$ cat config.mk
export PLATFORM = sky130hd
export DESIGN_NAME = range_sensor_diff_filter_core
export DESIGN_NICKNAME = d
export VERILOG_FILES = /design/src/rtl/rsdf_pkg.sv /design/src/rtl/rsdf_ram.sv /design/src/rtl/rsdf_fifo.sv /design/src/rtl/rsdf_front.sv /design/src/rtl/rsdf_back.sv /design/src/rtl/range_sensor_diff_filter_core.sv
export SDC_FILE = /design/constraint.sdc
export NUM_CORES = 2
export LEC_CHECK = 0
export ABC_AREA = 1
export BUFFER_PORTS_ARGS = -buffer_cell sky130_fd_sc_hd__buf_2
export CORE_ASPECT_RATIO = 1.75
export CORE_MARGIN = 2
export CORE_UTILIZATION = 40
export CTS_CLUSTER_DIAMETER = 30
export DETAILED_ROUTE_END_ITERATION = 10
export MAX_ROUTING_LAYER = met4
export PLACE_DENSITY = 0.63
export SKIP_LAST_GASP = 1
export SLEW_MARGIN = 20
export SYNTH_ARGS = -nofsm -noshare
export SYNTH_HDL_FRONTEND = slang
export SYNTH_HIERARCHICAL = 1
export SYNTH_SLANG_ARGS = --single-unit
$ cat constraint.sdc
create_clock -name clk_i -period 7.3 [get_ports clk_i]
set_input_delay 1.46 -clock clk_i [delete_from_list [all_inputs] [get_ports clk_i]]
set_output_delay 1.46 -clock clk_i [all_outputs]
set_load 0.05 [all_outputs]
$ cat src/rtl/rsdf_pkg.sv
// Shared types, constants and register codes of the range sensor difference filter.
package rsdf_pkg;

  localparam int RANGE_W    = 16;
  localparam int GOAL_W     = 15;
  localparam int DIFF_W     = 16;
  localparam int NUM_SNS    = 4;
  localparam int CFG_IDX_W  = 2;
  localparam int CFG_DATA_W = 16;

  localparam int SNS_FRONT = 0;
  localparam int SNS_BACK  = 1;
  localparam int SNS_LEFT  = 2;
  localparam int SNS_RIGHT = 3;

  localparam int HISTORY_DEPTH_DEF = 2;
  localparam int DIFF_WINDOW_DEF   = 4;
  localparam int MID_DEPTH         = 2;
  localparam int OUT_DEPTH         = 8;

  localparam logic [RANGE_W-1:0] MIN_DIST_RST  = '0;
  localparam logic [RANGE_W-1:0] MAX_DIST_RST  = '1;
  localparam logic [GOAL_W-1:0]  GOAL_DIST_RST = '1;

  typedef enum logic [CFG_IDX_W-1:0] {
    CFG_MIN_DIST  = 2'd0,
    CFG_MAX_DIST  = 2'd1,
    CFG_GOAL_DIST = 2'd2
  } rsdf_cfg_e;

  typedef struct packed {
    logic [RANGE_W-1:0] front_range;
    logic [RANGE_W-1:0] back_range;
    logic [RANGE_W-1:0] left_range;
    logic [RANGE_W-1:0] right_range;
  } rsdf_in_t;

  typedef struct packed {
    logic signed [DIFF_W-1:0] x_offset;
    logic signed [DIFF_W-1:0] y_offset;
  } rsdf_out_t;

endpackage

$ cat src/rtl/rsdf_ram.sv
// Generic single-write, single-read RAM with registered read data.
module rsdf_ram #(
  parameter int W     = 32,
  parameter int DEPTH = 4,
  localparam int AW   = (DEPTH > 1) ? $clog2(DEPTH) : 1
) (
  input  logic          clk_i,
  input  logic          we_i,
  input  logic [AW-1:0] waddr_i,
  input  logic [W-1:0]  wdata_i,
  input  logic [AW-1:0] raddr_i,
  output logic [W-1:0]  rdata_o
);

  logic [W-1:0] mem [DEPTH];

  always_ff @(posedge clk_i) begin
    if (we_i) begin
      mem[waddr_i] <= wdata_i;
    end
    rdata_o <= mem[raddr_i];
  end

endmodule

$ cat src/rtl/rsdf_fifo.sv
// Small register FIFO with occupancy count.
module rsdf_fifo #(
  parameter int W     = 8,
  parameter int DEPTH = 2,
  localparam int CW   = $clog2(DEPTH + 1)
) (
  input  logic          clk_i,
  input  logic          rst_ni,
  input  logic          push_i,
  input  logic [W-1:0]  data_i,
  output logic          full_o,
  input  logic          pop_i,
  output logic [W-1:0]  data_o,
  output logic          empty_o,
  output logic [CW-1:0] count_o
);

  localparam int PW = (DEPTH > 1) ? $clog2(DEPTH) : 1;

  logic [W-1:0]  mem_q [DEPTH];
  logic [PW-1:0] wr_q, wr_d, rd_q, rd_d;
  logic [CW-1:0] cnt_q, cnt_d;
  logic          do_push, do_pop;

  assign full_o  = (cnt_q == CW'(DEPTH));
  assign empty_o = (cnt_q == '0);
  assign count_o = cnt_q;
  assign data_o  = mem_q[rd_q];

  assign do_push = push_i && !full_o;
  assign do_pop  = pop_i && !empty_o;

  always_comb begin
    wr_d  = wr_q;
    rd_d  = rd_q;
    cnt_d = cnt_q + CW'(do_push) - CW'(do_pop);
    if (do_push) begin
      wr_d = (wr_q == PW'(DEPTH - 1)) ? '0 : wr_q + 1'b1;
    end
    if (do_pop) begin
      rd_d = (rd_q == PW'(DEPTH - 1)) ? '0 : rd_q + 1'b1;
    end
  end

  always_ff @(posedge clk_i or negedge rst_ni) begin
    if (!rst_ni) begin
      wr_q  <= '0;
      rd_q  <= '0;
      cnt_q <= '0;
    end else begin
      wr_q  <= wr_d;
      rd_q  <= rd_d;
      cnt_q <= cnt_d;
    end
  end

  always_ff @(posedge clk_i) begin
    if (do_push) begin
      mem_q[wr_q] <= data_i;
    end
  end

endmodule

$ cat src/rtl/rsdf_front.sv
// Front end: clamps each reading, shifts it into the per-sensor history, keeps running sums.
module rsdf_front #(
  parameter int HD     = 2,
  localparam int SUM_W = rsdf_pkg::RANGE_W + $clog2(HD)
) (
  input  logic                               clk_i,
  input  logic                               rst_ni,
  input  logic                               acc_i,
  input  rsdf_pkg::rsdf_in_t                 in_i,
  input  logic [rsdf_pkg::RANGE_W-1:0]       min_dist_i,
  input  logic [rsdf_pkg::RANGE_W-1:0]       max_dist_i,
  output logic [rsdf_pkg::NUM_SNS*SUM_W-1:0] sums_o
);

  import rsdf_pkg::*;

  localparam logic [SUM_W-1:0] SUM_RST = SUM_W'(HD * ((1 << RANGE_W) - 1));

  logic [RANGE_W-1:0] raw     [NUM_SNS];
  logic [RANGE_W-1:0] clamped [NUM_SNS];
  logic [RANGE_W-1:0] hist_q  [NUM_SNS][HD];
  logic [SUM_W-1:0]   sum_q   [NUM_SNS];
  logic [SUM_W-1:0]   sum_d   [NUM_SNS];

  assign raw[SNS_FRONT] = in_i.front_range;
  assign raw[SNS_BACK]  = in_i.back_range;
  assign raw[SNS_LEFT]  = in_i.left_range;
  assign raw[SNS_RIGHT] = in_i.right_range;

  // Running sum: add the new reading, drop the one that falls off the end.
  always_comb begin
    for (int s = 0; s < NUM_SNS; s++) begin
      if (raw[s] < min_dist_i) begin
        clamped[s] = min_dist_i;
      end else if (raw[s] > max_dist_i) begin
        clamped[s] = max_dist_i;
      end else begin
        clamped[s] = raw[s];
      end
      sum_d[s] = sum_q[s] - SUM_W'(hist_q[s][HD-1]) + SUM_W'(clamped[s]);
      sums_o[s*SUM_W +: SUM_W] = sum_d[s];
    end
  end

  always_ff @(posedge clk_i or negedge rst_ni) begin
    if (!rst_ni) begin
      for (int s = 0; s < NUM_SNS; s++) begin
        sum_q[s] <= SUM_RST;
        for (int i = 0; i < HD; i++) begin
          hist_q[s][i] <= '1;
        end
      end
    end else if (acc_i) begin
      for (int s = 0; s < NUM_SNS; s++) begin
        sum_q[s]     <= sum_d[s];
        hist_q[s][0] <= clamped[s];
        for (int i = 1; i < HD; i++) begin
          hist_q[s][i] <= hist_q[s][i-1];
        end
      end
    end
  end

endmodule

$ cat src/rtl/rsdf_back.sv
// Back end: history means, goal clamp and differences, difference window, window means.
module rsdf_back #(
  parameter int HD        = 2,
  parameter int DW        = 4,
  parameter int OUT_DEPTH = 8,
  localparam int SUM_W    = rsdf_pkg::RANGE_W + $clog2(HD),
  localparam int OCW      = $clog2(OUT_DEPTH + 1)
) (
  input  logic                               clk_i,
  input  logic                               rst_ni,
  input  logic [rsdf_pkg::NUM_SNS*SUM_W-1:0] mid_data_i,
  input  logic                               mid_empty_i,
  output logic                               mid_pop_o,
  input  logic [OCW-1:0]                     out_count_i,
  input  logic [rsdf_pkg::GOAL_W-1:0]        goal_dist_i,
  output logic                               res_push_o,
  output rsdf_pkg::rsdf_out_t                res_o
);

  import rsdf_pkg::*;

  localparam int NAX = 2;
  localparam int AX_X = 0;
  localparam int AX_Y = 1;

  // History mean by reciprocal multiply, exact for any sum below 2^SUM_W.
  localparam int HL   = $clog2(HD);
  localparam int HS   = SUM_W + HL;
  localparam int HM_W = SUM_W + 1;
  localparam logic [HM_W-1:0] HM = HM_W'(((64'd1 << HS) + 64'(HD) - 64'd1) / 64'(HD));
  localparam int HP_W = SUM_W + HM_W;

  // Window mean on the magnitude, exact for any magnitude below 2^MAG_W.
  localparam int WL    = $clog2(DW);
  localparam int MAG_W = DIFF_W - 1 + WL;
  localparam int WS_W  = MAG_W + 1;
  localparam int WSH   = MAG_W + WL;
  localparam int WM_W  = MAG_W + 1;
  localparam logic [WM_W-1:0] WM = WM_W'(((64'd1 << WSH) + 64'(DW) - 64'd1) / 64'(DW));
  localparam int WP_W  = MAG_W + WM_W;

  localparam int PW = (DW > 1) ? $clog2(DW) : 1;
  localparam int EW = 2 * DIFF_W;
  localparam int TW = OCW + 3;

  // ---- issue ----
  logic          s1_vld_q, s2_vld_q, s3_vld_q, s4_vld_q, s5_vld_q;
  logic [PW-1:0] ptr_q;
  logic          wrapped_q;
  logic [TW-1:0] in_flight;
  logic          fwd;

  assign in_flight = TW'(s1_vld_q) + TW'(s2_vld_q) + TW'(s3_vld_q)
                   + TW'(s4_vld_q) + TW'(s5_vld_q);
  // Only issue when the result queue has room for everything in flight.
  assign mid_pop_o = !mid_empty_i && ((TW'(out_count_i) + in_flight) < TW'(OUT_DEPTH));

  logic [HP_W-1:0] s1_prod_q [NUM_SNS];
  logic [PW-1:0]   s1_ptr_q;
  logic            s1_ovld_q;
  logic            s1_fwd_q;
  logic [EW-1:0]   s1_fwd_data_q;

  // ---- stage 1: means, clamp, differences, window write ----
  logic [RANGE_W-1:0]      avg [NUM_SNS];
  logic [GOAL_W-1:0]       cl  [NUM_SNS];
  logic signed [DIFF_W-1:0] dx, dy;
  logic [EW-1:0]           wdata, rdata, old;

  always_comb begin
    for (int s = 0; s < NUM_SNS; s++) begin
      avg[s] = s1_prod_q[s][HS +: RANGE_W];
      cl[s]  = (avg[s] > {1'b0, goal_dist_i}) ? goal_dist_i : avg[s][GOAL_W-1:0];
    end
  end

  assign dx    = $signed({1'b0, cl[SNS_BACK]}) - $signed({1'b0, cl[SNS_FRONT]});
  assign dy    = $signed({1'b0, cl[SNS_RIGHT]}) - $signed({1'b0, cl[SNS_LEFT]});
  assign wdata = {dx, dy};

  // Stage 1 writes the slot being read: the RAM read returns stale data.
  assign fwd = s1_vld_q && (s1_ptr_q == ptr_q);

  always_comb begin
    if (s1_fwd_q) begin
      old = s1_fwd_data_q;
    end else if (s1_ovld_q) begin
      old = rdata;
    end else begin
      old = '0;
    end
  end

  rsdf_ram #(
    .W    (EW),
    .DEPTH(DW)
  ) u_win_ram (
    .clk_i  (clk_i),
    .we_i   (s1_vld_q),
    .waddr_i(s1_ptr_q),
    .wdata_i(wdata),
    .raddr_i(ptr_q),
    .rdata_o(rdata)
  );

  // ---- stage 2: running window sums ----
  logic signed [DIFF_W-1:0] s2_new_q [NAX];
  logic signed [DIFF_W-1:0] s2_old_q [NAX];
  logic signed [WS_W-1:0]   wsum_q   [NAX];
  logic signed [WS_W-1:0]   wsum_d   [NAX];

  always_comb begin
    for (int a = 0; a < NAX; a++) begin
      wsum_d[a] = wsum_q[a] + WS_W'(s2_new_q[a]) - WS_W'(s2_old_q[a]);
    end
  end

  // ---- stage 3: sign and magnitude ----
  logic signed [WS_W-1:0] s3_sum_q [NAX];
  logic [MAG_W-1:0]       mag      [NAX];

  always_comb begin
    for (int a = 0; a < NAX; a++) begin
      mag[a] = s3_sum_q[a][WS_W-1] ? MAG_W'(-s3_sum_q[a]) : MAG_W'(s3_sum_q[a]);
    end
  end

  // ---- stage 4: reciprocal multiply ----
  logic             s4_neg_q [NAX];
  logic [MAG_W-1:0] s4_mag_q [NAX];

  // ---- stage 5: quotient and sign restore ----
  logic              s5_neg_q  [NAX];
  logic [WP_W-1:0]   s5_prod_q [NAX];
  logic [DIFF_W-1:0] qmag      [NAX];
  logic [DIFF_W-1:0] res       [NAX];

  always_comb begin
    for (int a = 0; a < NAX; a++) begin
      qmag[a] = {1'b0, s5_prod_q[a][WSH +: DIFF_W-1]};
      res[a]  = s5_neg_q[a] ? (~qmag[a] + 1'b1) : qmag[a];
    end
  end

  assign res_push_o     = s5_vld_q;
  assign res_o.x_offset = res[AX_X];
  assign res_o.y_offset = res[AX_Y];

  // ---- control state ----
  always_ff @(posedge clk_i or negedge rst_ni) begin
    if (!rst_ni) begin
      s1_vld_q  <= 1'b0;
      s2_vld_q  <= 1'b0;
      s3_vld_q  <= 1'b0;
      s4_vld_q  <= 1'b0;
      s5_vld_q  <= 1'b0;
      ptr_q     <= '0;
      wrapped_q <= 1'b0;
      for (int a = 0; a < NAX; a++) begin
        wsum_q[a] <= '0;
      end
    end else begin
      s1_vld_q <= mid_pop_o;
      s2_vld_q <= s1_vld_q;
      s3_vld_q <= s2_vld_q;
      s4_vld_q <= s3_vld_q;
      s5_vld_q <= s4_vld_q;
      if (mid_pop_o) begin
        if (ptr_q == PW'(DW - 1)) begin
          ptr_q     <= '0;
          wrapped_q <= 1'b1;
        end else begin
          ptr_q <= ptr_q + 1'b1;
        end
      end
      if (s2_vld_q) begin
        for (int a = 0; a < NAX; a++) begin
          wsum_q[a] <= wsum_d[a];
        end
      end
    end
  end

  // ---- payload ----
  always_ff @(posedge clk_i) begin
    for (int s = 0; s < NUM_SNS; s++) begin
      s1_prod_q[s] <= {{HM_W{1'b0}}, mid_data_i[s*SUM_W +: SUM_W]} * {{SUM_W{1'b0}}, HM};
    end
    s1_ptr_q      <= ptr_q;
    s1_ovld_q     <= wrapped_q;
    s1_fwd_q      <= fwd;
    s1_fwd_data_q <= wdata;

    s2_new_q[AX_X] <= dx;
    s2_new_q[AX_Y] <= dy;
    s2_old_q[AX_X] <= old[EW-1:DIFF_W];
    s2_old_q[AX_Y] <= old[DIFF_W-1:0];

    for (int a = 0; a < NAX; a++) begin
      s3_sum_q[a]  <= wsum_d[a];
      s4_neg_q[a]  <= s3_sum_q[a][WS_W-1];
      s4_mag_q[a]  <= mag[a];
      s5_neg_q[a]  <= s4_neg_q[a];
      s5_prod_q[a] <= {{WM_W{1'b0}}, s4_mag_q[a]} * {{MAG_W{1'b0}}, WM};
    end
  end

endmodule

$ cat src/rtl/range_sensor_diff_filter_core.sv
// Top level of the range sensor difference filter: config registers, front, queues, back.
//
//   channel   direction  handshake         payload
//   input     in         push_i / full_o   in_i  (front, back, left, right range)
//   result    out        pop_i / empty_o   out_o (x_offset, y_offset)
//   config    in         cfg_we_i          cfg_idx_i, cfg_wdata_i
//
// One item per cycle sustained while the result side keeps popping; a result passes the
// front, the middle queue, the issue step and five back stages on its way to the output queue.
// The back end issues only while the 8-entry result queue has room for every item in
// flight, so a stalled consumer backs up into the 2-entry middle queue and then full_o.
// Reset takes effect at once; no clearing pass, the window RAM is masked until first wrap.
module range_sensor_diff_filter_core #(
  parameter int HISTORY_DEPTH = rsdf_pkg::HISTORY_DEPTH_DEF,
  parameter int DIFF_WINDOW   = rsdf_pkg::DIFF_WINDOW_DEF
) (
  input  logic                              clk_i,
  input  logic                              rst_ni,
  input  logic                              push_i,
  output logic                              full_o,
  input  rsdf_pkg::rsdf_in_t                in_i,
  output logic                              empty_o,
  input  logic                              pop_i,
  output rsdf_pkg::rsdf_out_t               out_o,
  input  logic                              cfg_we_i,
  input  logic [rsdf_pkg::CFG_IDX_W-1:0]    cfg_idx_i,
  input  logic [rsdf_pkg::CFG_DATA_W-1:0]   cfg_wdata_i
);

  import rsdf_pkg::*;

  localparam int SUM_W = RANGE_W + $clog2(HISTORY_DEPTH);
  localparam int MID_W = NUM_SNS * SUM_W;
  localparam int OUT_W = $bits(rsdf_out_t);
  localparam int OCW   = $clog2(OUT_DEPTH + 1);

  logic [RANGE_W-1:0] min_dist_q, max_dist_q;
  logic [GOAL_W-1:0]  goal_dist_q;

  always_ff @(posedge clk_i or negedge rst_ni) begin
    if (!rst_ni) begin
      min_dist_q  <= MIN_DIST_RST;
      max_dist_q  <= MAX_DIST_RST;
      goal_dist_q <= GOAL_DIST_RST;
    end else if (cfg_we_i) begin
      case (rsdf_cfg_e'(cfg_idx_i))
        CFG_MIN_DIST:  min_dist_q  <= cfg_wdata_i[RANGE_W-1:0];
        CFG_MAX_DIST:  max_dist_q  <= cfg_wdata_i[RANGE_W-1:0];
        CFG_GOAL_DIST: goal_dist_q <= cfg_wdata_i[GOAL_W-1:0];
        default: ;
      endcase
    end
  end

  logic             in_acc;
  logic [MID_W-1:0] front_sums, mid_data;
  logic             mid_empty, mid_pop;
  logic [OCW-1:0]   out_count;
  logic             res_push;
  rsdf_out_t        res;
  logic [OUT_W-1:0] out_data;
  logic             out_full;
  logic [$clog2(MID_DEPTH+1)-1:0] mid_count;

  assign in_acc = push_i && !full_o;

  rsdf_front #(
    .HD(HISTORY_DEPTH)
  ) u_front (
    .clk_i     (clk_i),
    .rst_ni    (rst_ni),
    .acc_i     (in_acc),
    .in_i      (in_i),
    .min_dist_i(min_dist_q),
    .max_dist_i(max_dist_q),
    .sums_o    (front_sums)
  );

  rsdf_fifo #(
    .W    (MID_W),
    .DEPTH(MID_DEPTH)
  ) u_mid_q (
    .clk_i  (clk_i),
    .rst_ni (rst_ni),
    .push_i (in_acc),
    .data_i (front_sums),
    .full_o (full_o),
    .pop_i  (mid_pop),
    .data_o (mid_data),
    .empty_o(mid_empty),
    .count_o(mid_count)
  );

  rsdf_back #(
    .HD       (HISTORY_DEPTH),
    .DW       (DIFF_WINDOW),
    .OUT_DEPTH(OUT_DEPTH)
  ) u_back (
    .clk_i      (clk_i),
    .rst_ni     (rst_ni),
    .mid_data_i (mid_data),
    .mid_empty_i(mid_empty || (mid_count == '0)),
    .mid_pop_o  (mid_pop),
    .out_count_i(out_count),
    .goal_dist_i(goal_dist_q),
    .res_push_o (res_push),
    .res_o      (res)
  );

  rsdf_fifo #(
    .W    (OUT_W),
    .DEPTH(OUT_DEPTH)
  ) u_out_q (
    .clk_i  (clk_i),
    .rst_ni (rst_ni),
    .push_i (res_push && !out_full),
    .data_i (res),
    .full_o (out_full),
    .pop_i  (pop_i),
    .data_o (out_data),
    .empty_o(empty_o),
    .count_o(out_count)
  );

  assign out_o = rsdf_out_t'(out_data);

endmodule

======== Word level (Yosys, flattened, before mapping) ========
Memory sizes are Yosys's and may differ from the RTL's. A register that Yosys moved wholly into a read port is not among the register bits.
Cells that the tools add are included.
W data, S select, Z words.
cells by class
  mux-type cells .......................... 29
  $mul .................................... 0
  $lt $le $gt $ge ......................... 13
  equal/unequal tests ..................... 8
  shifts and indexed selects .............. 0
  reductions and logical operators ........ 19
  add/subtract/negate cells ............... 32
  div/mod/pow operators ................... 0
  bitwise logic cells ..................... 2
operators with widths
  cell                     count
  $mux W16                 10
  $add A17 B16 Y17         4
  $sub A17 B16 Y17         4
  $gt A16 B15 Y1           4
  $gt A16 B16 Y1           4
  $lt A16 B16 Y1           4
  $mux W32                 2
  $mux W15                 4
  $add A18 B16 Y18         2
  $sub A18 B16 Y18         2
  $mux W17                 2
  $neg A17 Y17             2
  $add A16 B1 Y16 const B  2
  $not A15 Y16             2
  $sub A15 B15 Y16         2
  $add A7 B1 Y7            3
  $logic_and A1 B1 Y1      8
  $mux W1                  8
  $reduce_and A2 Y1        4
  $add A4 B7 Y7            1
  $lt A7 B4 Y1 const B     1
  $add A3 B1 Y3 const B    2
  $eq A2 B2 Y1 const B     3
  $eq A3 B3 Y1 const B     2
  15 further kinds         21
storage, ports and cells
  output and inout port bits .............. 34
  memories ................................ 11
  ROM bits ................................ 0
  bits in writable memories ............... 760
  latch bits .............................. 0
  register bits after elaboration ......... 337
  word-level logic and storage cells ...... 148
  bits of input ports ..................... 87
memory list
  name                  depth  width  read ports  clocked after Yosys merged registers in  wr ports  line              RTL
  u_out_q.mem_q         8      32     1           0                                        1         rsdf_fifo.sv:20   logic [W-1:0] mem_q [DEPTH];
  u_mid_q.mem_q         2      68     1           0                                        1         rsdf_fifo.sv:20
  u_back.u_win_ram.mem  4      32     1           1                                        1         rsdf_ram.sv:15    logic [W-1:0] mem [DEPTH];
  u_back.s1_prod_q      4      17     4           0                                        4         rsdf_back.sv:58   logic [HP_W-1:0] s1_prod_q [NUM_SNS];
  u_back.s3_sum_q       2      18     2           0                                        2         rsdf_back.sv:119  logic signed [WS_W-1:0] s3_sum_q [NAX];
  u_back.s4_mag_q       2      17     2           0                                        2         rsdf_back.sv:130  logic [MAG_W-1:0] s4_mag_q [NAX];
  +5 memories           n/a    n/a    n/a         n/a                                      n/a       n/a

======== Logic depth before layout (Yosys ltp) ========
  depth after elaboration ................. 9
  gate-level depth with buffers ........... 29
  mapped depth without buffers ............ 28

======== Cells and area by module ========
Netlist, hierarchy kept.
modules (own cells, without submodules)
  module                         cells each  area each (um2)  times used  seq. area each (um2)
  rsdf_front                     2227        17098.9          1           5144.9
  rsdf_back                      1931        15013.1          1           5745.5
  rsdf_fifo at u_out_q           1182        11723.7          1           7937.6
  rsdf_ram                       541         6078.3           1           4484.3
  rsdf_fifo at u_mid_q           389         5185.0           1           4184.0
  range_sensor_diff_filter_core  214         1983.2           1           1214.9

======== Least setup slack after synthesis ========
OpenSTA, ideal clock, no wires.
  path type ............................... input to register
  from .................................... in push_i
  to ...................................... mem u_mid_q/mem_q[1][0] (netlist name), enable pin
  slack ................................... 2165 ps
  path buffers ............................ 0
  required time ........................... 6806 ps
  arrival time ............................ 4640 ps
  stages on the path ...................... 4
  library setup time ...................... 494 ps
  cell sequence ........................... inv_1 > nor2_1 > nand2_1 > nor2_1
between the ends
  cells in the longest elaborated chain, start to end .. 4
RTL lines
  item                           line                                 RTL
  from (decl)                    range_sensor_diff_filter_core.sv:19  input logic push_i,
  $logic_and A1 B1 Y1            range_sensor_diff_filter_core.sv:65  assign in_acc = push_i && !full_o;
  net in_acc                     range_sensor_diff_filter_core.sv:55  logic in_acc;
  $logic_and A1 B1 Y1            rsdf_fifo.sv:30                      assign do_push = push_i && !full_o;
  $mux W1                        rsdf_fifo.sv:58                      if (do_push) begin
  $mux W1 (implied by the code)  rsdf_fifo.sv:59                      mem_q[wr_q] <= data_i;
  to (decl)                      rsdf_fifo.sv:20
The timed path passes the listed nets, and every way through them passes these cells.

==> results.sh <==
export IMPL_synth_warnings=6
export IMPL_r2r_setup_slack_ns=2.22
export IMPL_place_gp_congestion=0.9892
export IMPL_arrival_ns=3.98
export IMPL_min_path_type="register to register"
export IMPL_rsz0062_at_grt="no"
export IMPL_nNetsFinal=7103
export IMPL_crit_top_cell="nand2_1"
export IMPL_cts_tree="yes"
export IMPL_critPathMaxStageDelay_ns=0.93
export IMPL_worstHoldPathCells=0
export IMPL_drv_cap=0
export IMPL_syn_area_per_cell_um2=8.787
export IMPL_r2r_start="max_dist_q[12]"
export IMPL_first_pass_iters=7
export IMPL_via_per_inst=4.876
export IMPL_coreArea_mm2=0.1415
export IMPL_die_h_um=502.5
export IMPL_clock_path_buffers=3
export IMPL_placed_area_mm2=0.05901
export IMPL_hold_violations=0
export IMPL_wl_um=142900
export IMPL_fin_crit_ns=5.441
export IMPL_initial_utilization_pct=40.14
export IMPL_finalSetupTns_ns=0
export IMPL_cts_sinks=1077
export IMPL_ff2ff_path_depth=18
export IMPL_syn_area_mm2=0.05680
export IMPL_drive_gt1_share_pct=11.18
export IMPL_multi_input_area_mm2=0.02376
export IMPL_crit_type="register to primary output"
export IMPL_path_clk_slew_ns=0.06
export IMPL_maxSlewHeadroom_pct=29.02
export IMPL_worstPathMaxFanout=72
export IMPL_finalCritPeriodShare_pct=74.53
export IMPL_hold_slack_ns=0.3159
export IMPL_syn_to_final_growth_pct=13.43
export IMPL_cp_required_ns=5.84
export IMPL_syn_nets=6991
export IMPL_cpMaxStageDelayCell="clkinv_2"
export IMPL_row_count=183
export IMPL_wire_per_inst_um=16.69
export IMPL_hold_end="u_back/s5_prod_q[0][19]"
export IMPL_worst_pin_slew_ns=1.065
export IMPL_grt_pass1_wl_um=223700
export IMPL_skew_ns=0.02331
export IMPL_drt_initial_drc_count=2358
export IMPL_cts_root_buf="clkbuf_16"
export IMPL_cp_cell_sequence="clkinv_2 > buf_4 > nand2_1 > nand3_1 > nand2_1 > nand2_1 > nand2_1 > buf_2"
export IMPL_ff_latch_area_mm2=0.02848
export IMPL_max_freq_mhz=183.8
export IMPL_drc=0
export IMPL_hpwl_um=103700
export IMPL_antenna_found_initial=3
export IMPL_dieArea_mm2=0.1451
export IMPL_overflow=0
export IMPL_grt_max_degree=161
export IMPL_grt_pass1_vias=41500
export IMPL_r2r_end="u_mid_q/mem_q[0][67]"
export IMPL_cp_start_kind="register"
export IMPL_syn_inst=6464
export IMPL_portBuffers=120
export IMPL_fp_dieW_um=288.9
export IMPL_status="completed"
export IMPL_track_usage_pct=20.48
export IMPL_ant_nets=0
export IMPL_postCtsSetupBuffers=0
export IMPL_hold_buffers=0
export IMPL_numCtsBuffers=156
export IMPL_io_pins=121
export IMPL_hp_start="u_back/s4_mag_q[0][19]"
export IMPL_final_area_mm2=0.06442
export IMPL_setup_viol=0
export IMPL_cts_repair_resized=0
export IMPL_endpoint_kind="primary output"
export IMPL_cts_max_level=4
export IMPL_nFillCells=13430
export IMPL_worstSkewPairLatency_ns=0.76
export IMPL_drv_slew=0
export IMPL_vias=41750
-- worst max-delay path by stage --
stage,end,slack (ns),startpoint
after CTS,out_o[23],1.75,u_out_q/rd_q[0]
after floorplan,u_mid_q/mem_q[1][10],2.34,push_i
final,out_o[23],1.86,u_out_q/rd_q[0]
after global placement,u_mid_q/mem_q[0][44],1.80,in_i[27]
after detailed placement,u_mid_q/mem_q[0][44],1.87,in_i[27]
after global routing,out_o[23],1.56,u_out_q/rd_q[0]
-- routing by layer --
metal | wire length (um) | GRT usage [%] | vias up
met5 | 0 | - | -
met4 | 9836 | 12.89 | 0
met3 | 4780 | 2.631 | 448
met2 | 76860 | 38.21 | 915
met1 | 51450 | 19.67 | 19420
li1 | - | - | 20970
-- area by class of cell --
class                      instances  area share (%)
sequential                      1077           44.21
multi-input combinational       4241           36.88
antenna                            2        0.007769
clock buffer                     187           6.640
tap                             1850           3.593
inverter                         946           5.537
clock inverter                   105           1.750
timing repair buffer             154           1.383
-- per-stage QoR --
step           util [%]  cells  setup slack [ns]
6_report          45.53   8562             1.859
5_1_grt           45.53   8562             1.561
4_1_cts           45.52   8560             1.754
3_5_place_dp      41.70   8268             1.867
3_3_place_gp      41.70   8268             1.803
2_1_floorplan         -   6464             2.339
-- flip-flops by register name, summed over array words and instances (netlist names), 30 cells and up --
register                  count
u_mid_q/mem_q               128
u_back/s3_sum_q              36
u_back/s4_mag_q              30
u_back/u_win_ram/rdata_o     32
u_back/wsum_q                36
u_front/sum_q                68
u_back/s1_fwd_data_q         31
u_back/s2_old_q              32
u_back/u_win_ram/mem        128
u_out_q/mem_q               256
u_front/hist_q              128
u_back/s1_prod_q             64
u_back/s5_prod_q             30
-- placed cells by master, fill, tap and decap left out, types with 13 or more instances in the layout --
cell type	n
a21oi_1	184
ha_1	338
buf_4	32
and2_1	97
xnor2_1	38
buf_2	119
inv_1	931
nor3_1	19
edfxtp_1	512
clkbuf_16	162
inv_6	24
nand2_4	14
nand2_1	2099
nand3_1	677
nand4_1	52
xor2_1	92
inv_8	17
clkinv_2	16
clkinv_8	13
dfrtp_1	74
nor2_1	166
dfstp_2	223
dfxtp_1	263
o21bai_1	21
fa_1	102
o21ai_0	175
clkbuf_8	13
o21ai_1	13
a21o_1	24
nand3b_1	21
-- worst max-delay path: cells and delay by family (launching register included) --
| kind | cells | cell delay [ns] |
|---|---|---|
| and+or+nand+nor | 5 | 0.50 |
| buffers and inverters | 3 | 1.89 |
| DFF | 1 | 0.74 |
Power is not shown: default switching activity piles up to over one toggle a cycle in this logic, so the estimate is an artifact.
